**config.mk**
```make
export PLATFORM = sky130hd
export DESIGN_NAME = tpri_front
export DESIGN_NICKNAME = d
export VERILOG_FILES = /design/src/design/timestamped_packet_ring_index_defines.svh /design/src/design/tpri_pkg.sv /design/src/design/tpri_front.sv
export SDC_FILE = /design/constraint.sdc
export NUM_CORES = 1
export LEC_CHECK = 0
export BUFFER_PORTS_ARGS = -buffer_cell sky130_fd_sc_hd__buf_2
export CAP_MARGIN = 30
export CORE_ASPECT_RATIO = 0.8
export CORE_MARGIN = 5
export CORE_UTILIZATION = 30
export CTS_CLUSTER_SIZE = 8
export DETAILED_ROUTE_END_ITERATION = 10
export GPL_ROUTABILITY_DRIVEN = 0
export PLACE_DENSITY = 0.55
export SLEW_MARGIN = 30
export SYNTH_ARGS = -nofsm -noshare
export SYNTH_HDL_FRONTEND = slang
export SYNTH_SLANG_ARGS = --single-unit
```
**constraint.sdc**
```tcl
create_clock -name i_clk -period 17.6 [get_ports i_clk]
set_input_delay 3.52 -clock i_clk [delete_from_list [all_inputs] [get_ports i_clk]]
set_output_delay 3.52 -clock i_clk [all_outputs]
set_load 0.01 [all_outputs]
```
**src/design/timestamped_packet_ring_index_defines.svh**
```systemverilog
// Assertion macros used by the timestamped packet ring index engine (tpri_back).
`ifndef TIMESTAMPED_PACKET_RING_INDEX_DEFINES_SVH
`define TIMESTAMPED_PACKET_RING_INDEX_DEFINES_SVH

// Check a condition in the same cycle as its trigger.
`define TPRI_ASSERT_NOW(label, trig, cond, msg) \
    label: assert property (@(posedge i_clk) disable iff (!i_rst_n) \
        (trig) |-> (cond)) else $error(msg);

// Check a condition in the cycle after its trigger.
`define TPRI_ASSERT_NEXT(label, trig, cond, msg) \
    label: assert property (@(posedge i_clk) disable iff (!i_rst_n) \
        (trig) |=> (cond)) else $error(msg);

`endif

```
**src/design/tpri_pkg.sv**
```systemverilog
// Types and constants of the timestamped packet ring index.
package tpri_pkg;

    localparam int INDEX_DEPTH = 64;
    localparam int IDX_W       = 6;
    localparam int CNT_W       = 7;
    localparam int MAX_OUT     = 64;

    typedef enum logic [1:0] {
        ACT_WRITE  = 2'd0,
        ACT_QUERY  = 2'd1,
        ACT_LOOKUP = 2'd2
    } t_action;

    localparam logic [1:0] CFG_BUFFER_BYTES   = 2'd0;
    localparam logic [1:0] CFG_EXTRADATA_CODE = 2'd1;

    typedef enum logic [3:0] {
        S_IDLE, S_WR, S_WFIN, S_QA, S_QB, S_QEND, S_LA, S_LB, S_FAIL
    } t_state;

    typedef struct packed {
        logic [1:0]  action;
        logic [31:0] size;
        logic [32:0] total;
        logic [63:0] pts;
        logic [63:0] start;
        logic [2:0]  kind;
        logic [5:0]  idx;
    } t_cmd;

    typedef struct packed {
        logic [31:0] offset;
        logic [63:0] stamp;
        logic [2:0]  kind;
        logic [32:0] length;
        logic [31:0] gen;
    } t_slot;

    typedef struct packed {
        logic        status;
        logic [31:0] offset;
        logic [63:0] pts;
        logic [2:0]  kind;
        logic [31:0] payload;
        logic [6:0]  count;
        logic [63:0] oldest;
        logic [63:0] latest;
        logic        last;
    } t_result;

    typedef struct packed {
        logic [31:0] buffer_bytes;
        logic [2:0]  extradata_code;
    } t_cfg;

endpackage

```
**src/design/tpri_front.sv**
```systemverilog
// Input queue that precomputes write length and query start for each word.
module tpri_front import tpri_pkg::*; #(
    parameter int HEADER_BYTES = 32
) (
    input  logic        i_clk,
    input  logic        i_rst_n,
    input  logic        i_push,
    output logic        o_full,
    input  logic [1:0]  i_action,
    input  logic [31:0] i_payload_size,
    input  logic [63:0] i_pts,
    input  logic [2:0]  i_packet_type,
    input  logic [63:0] i_duration,
    input  logic [5:0]  i_entry_index,
    output logic        o_cmd_valid,
    output t_cmd        o_cmd,
    input  logic        i_cmd_take
);
    t_cmd       r_q [2];
    logic       r_wp, r_rp;
    logic [1:0] r_cnt;
    t_cmd       w_cmd;
    logic       w_in, w_out;

    always_comb begin
        w_cmd.action = i_action;
        w_cmd.size   = i_payload_size;
        w_cmd.total  = 33'(HEADER_BYTES) + {1'b0, i_payload_size};
        w_cmd.pts    = i_pts;
        w_cmd.start  = i_pts - i_duration;
        w_cmd.kind   = i_packet_type;
        w_cmd.idx    = i_entry_index;
    end

    assign o_full      = (r_cnt == 2'd2);
    assign o_cmd_valid = (r_cnt != 2'd0);
    assign o_cmd       = r_q[r_rp];
    assign w_in        = i_push && !o_full;
    assign w_out       = i_cmd_take && o_cmd_valid;

    always_ff @(posedge i_clk) begin
        if (!i_rst_n) begin
            r_wp  <= 1'b0;
            r_rp  <= 1'b0;
            r_cnt <= 2'd0;
        end else begin
            if (w_in) r_wp <= !r_wp;
            if (w_out) r_rp <= !r_rp;
            r_cnt <= r_cnt + {1'b0, w_in} - {1'b0, w_out};
        end
    end

    always_ff @(posedge i_clk) begin
        if (w_in) r_q[r_wp] <= w_cmd;
    end
endmodule

```
==> results.cfg <==
[placed_design]
place_hpwl_mm = 36.9
io_buffers = 380

[critical_path]
worst-endpoint-required_ns = 14.08
cpMaxStageDelayCell = dfxtp_4
crit_path_max_incr_delay_ns = 0.77
crit_type = flop to output pin
startpoint_type = flop
crit_chain = buf_4, mux2_2, buf_2
cp-end-kind = output pin
crit_family = buffers and inverters
worst_ep_arrival_time_ns = 2.81
critPathBufInv = 2
cp_max_fo = 49

[sta]
finalCriticalPeriod_ns = 6.33
max_freq_mhz = 158
final-hold-violation-count = 0
fin_setup_tns_ns = 0
fin_skew_ns = 0.0158
finalSetupViolations = 0
worst_slew_pin_slew_ns = 0.964
grt_setup_unrepaired = no
timing.final.max_slew_violations = 0
period_share_pct = 36.0
maxSlewHeadroom_pct = 35.7

[global_route]
grt_max_degree = 71
grt_remaining_overflow = 0
antenna_found_initial = 3
grt_use_total_pct = 14.2
grt_pass1_wl_mm = 77.1
grt_pass1_vias = 12689

[yosys]
synth_top_family_by_area = multiplexers
synth_edf_count = 398
synth_mux_area_share_pct = 11.8
synth-simple-area-share_pct = 5.39
synth_ff_type = edfxtp_1
yosys.area.top_type = edfxtp_1
avgSynthCellArea_um2 = 14.3
synth_compound_area_share_pct = 7.84
synthXorXnorAreaFrac_pct = 4.16
synthAdderAreaFrac_pct = 4.47
synth_seq_area_share_pct = 63.6
synth_top_cell_area_share_pct = 63.1
yosys_warnings = 0
synthesis.area_mm2 = 0.0189
synth.area.top_cells = edfxtp_1 (63%), mux2_2 (12%), ha_1 (4.4%)
ys_ff_latch = 403
synth_cell_type_count = 63
ys_async_sr_fraction_pct = 0
syn_inst = 1321
synth_fp_nets = 1563

[cts]
clock_sink_count = 403
clk_pin_slew_worst_paths_ns = 0.05
clk_path_buf_depth = 3
cts_hold_buf = 0
post-cts-setup-buffer-count = 0
numCtsBuffers = 56
tritoncts = done
htree_levels = 2
clockRootBuffer = clkbuf_16
worstSkewPairLatency_ns = 0.59
cts_resized = 0

[detailed_routing]
wl_per_cell_um = 19.7
avgViaCountPerCell = 4.74
drt-total-wl_mm = 51.0
via_count = 12274
ant_nets = 0
drc = 0
drtIter0Drc = 838
dr.pass1.iters = 5

[power]
power_density_mw_per_mm2 = 130
leakage_nw = 9.04
p_total_mw = 3.05
irDropWorstVdd_uv = 72.6

[die]
io_pins = 381
die_h_um = 235
dieArea_mm2 = 0.0683
die_x_um = 291
std_cell_rows = 82
coreArea_mm2 = 0.0626
start_util_pct = 30.3

[cells_and_area]
num-fill-cells = 6057
layout.nets = 1973
drive_gt1_share_pct = 38.6
syn2layout_area_growth_pct = 23.6

[run]
drv_cap = 0

[run_status]
status = complete, no violations

[hold_path]
hold_class = flop to flop
==> logic make-up (layout without fill, tap and decap cells) <==
family,Yosys count,count (layout)
compound gates,228,228
xor+xnor,90,90
fa+ha+maj,67,67
buf+inv,124,551
flops,403,403
mux,199,199
other cells,0,2
simple gates,210,210
==> worst register-to-register path, stage by stage, from the launching register on <==
cell and delay (ns):
dfxtp_1 0.33, nand2b_1 0.15, nand2_1 0.13, nor2_4 0.49, buf_4 0.71, buf_4 0.92
==> per-stage QoR <==
stage / cells / setup WS, ns / area, um^2 / utilization, % / hold slack [ns]
after floorplan: 1321 / 4.96 / 18900 / - / 0.504
after global placement: 2511 / 10.83 / 21800 / 34.8 / 0.522
after detailed placement: 2512 / 10.78 / 21800 / 34.9 / 0.534
after CTS: 2587 / 11.05 / 23400 / 37.3 / 0.549
after global routing: 2589 / 11.12 / 23400 / 37.4 / 0.603
final: 2590 / 11.27 / 23400 / 37.4 / 0.540
==> layout make-up <==
cell class,count,area [um^2],area share [%]
Clock buffer,72,1480,6.34
Sequential cell,403,12100,51.5
Timing Repair Buffer,391,2030,8.67
Clock inverter,3,70.1,0.299
Inverter,85,319,1.36
Tap cell,840,1050,4.49
Multi-Input combinational cell,794,6390,27.3
Antenna cell,2,5.00,0.0214
==> final timing paths <==
path | startpoint | to | slack (ns) | depth (start not counted)
max | flop | o_cmd[55] | 11.27 | 3
min | r_rp | r_rp | 0.54 | 2
max reg2reg | r_cnt[0] | r_q[0][100] | 14.41 | 5
min reg2reg | r_rp | r_rp | 0.54 | 2
==> layer usage <==
layer  wire, um  track usage, %  up-vias  share of wire (%)
met3       3680            4.25       53                7.2
li1           -               -     5766                  -
met5         13               0        -              0.025
met4        780            2.85        2                1.5
met2      23300            22.7      386                 46
met1      23200            19.4     6067                 46
==> synth_stat cells, types with 5 or more instances <==
cell type	n
a21o_1	37
a21oi_1	75
a21oi_2	6
a31oi_1	7
and2_1	6
and3_1	11
buf_4	6
clkbuf_1	26
dfxtp_1	5
edfxtp_1	398
ha_1	66
inv_1	85
mux2_2	199
nand2_1	66
nand3_1	26
nand4_1	19
nor2_1	50
nor2b_1	7
nor3_1	5
o211ai_1	6
o21a_1	12
o21ai_0	36
o21ai_1	5
o21bai_1	16
xnor2_1	57
xor2_1	33
==> power by group <==
group | leakage [nW] | switching [mW] | internal, mW
logic | 4.52 | 0.467 | 0.339
clock network | 0.754 | 0.394 | 0.594
registers | 3.76 | 0.0382 | 1.22
total | 9.04 | 0.899 | 2.15
==> cell usage in the layout, fill, tap and decap left out, drive strengths merged, types with 3 or more instances in the layout <==
cell and n:
a211o 3, a211oi 4, a21boi 3, a21o 37, a21oi 81, a31oi 7
and2 6, and3 11, and4 4, buf 391, clkbuf 72, dfxtp 5
edfxtp 398, ha 66, inv 87, mux2 199, nand2 66, nand2b 4
nand3 27, nand4 19, nor2 50, nor2b 7, nor3 6, o2111ai 3
o211ai 6, o21a 12, o21ai 43, o21bai 16, xnor2 57, xor2 33
==> flip-flops by register name, indices dropped and copies added (netlist names), named ones only <==
| signal | count |
|---|---|
| r_q | 398 |
| r_cnt | 2 |
| r_wp | 1 |
| r_rp | 1 |
(Power assumes the default switching activity.)
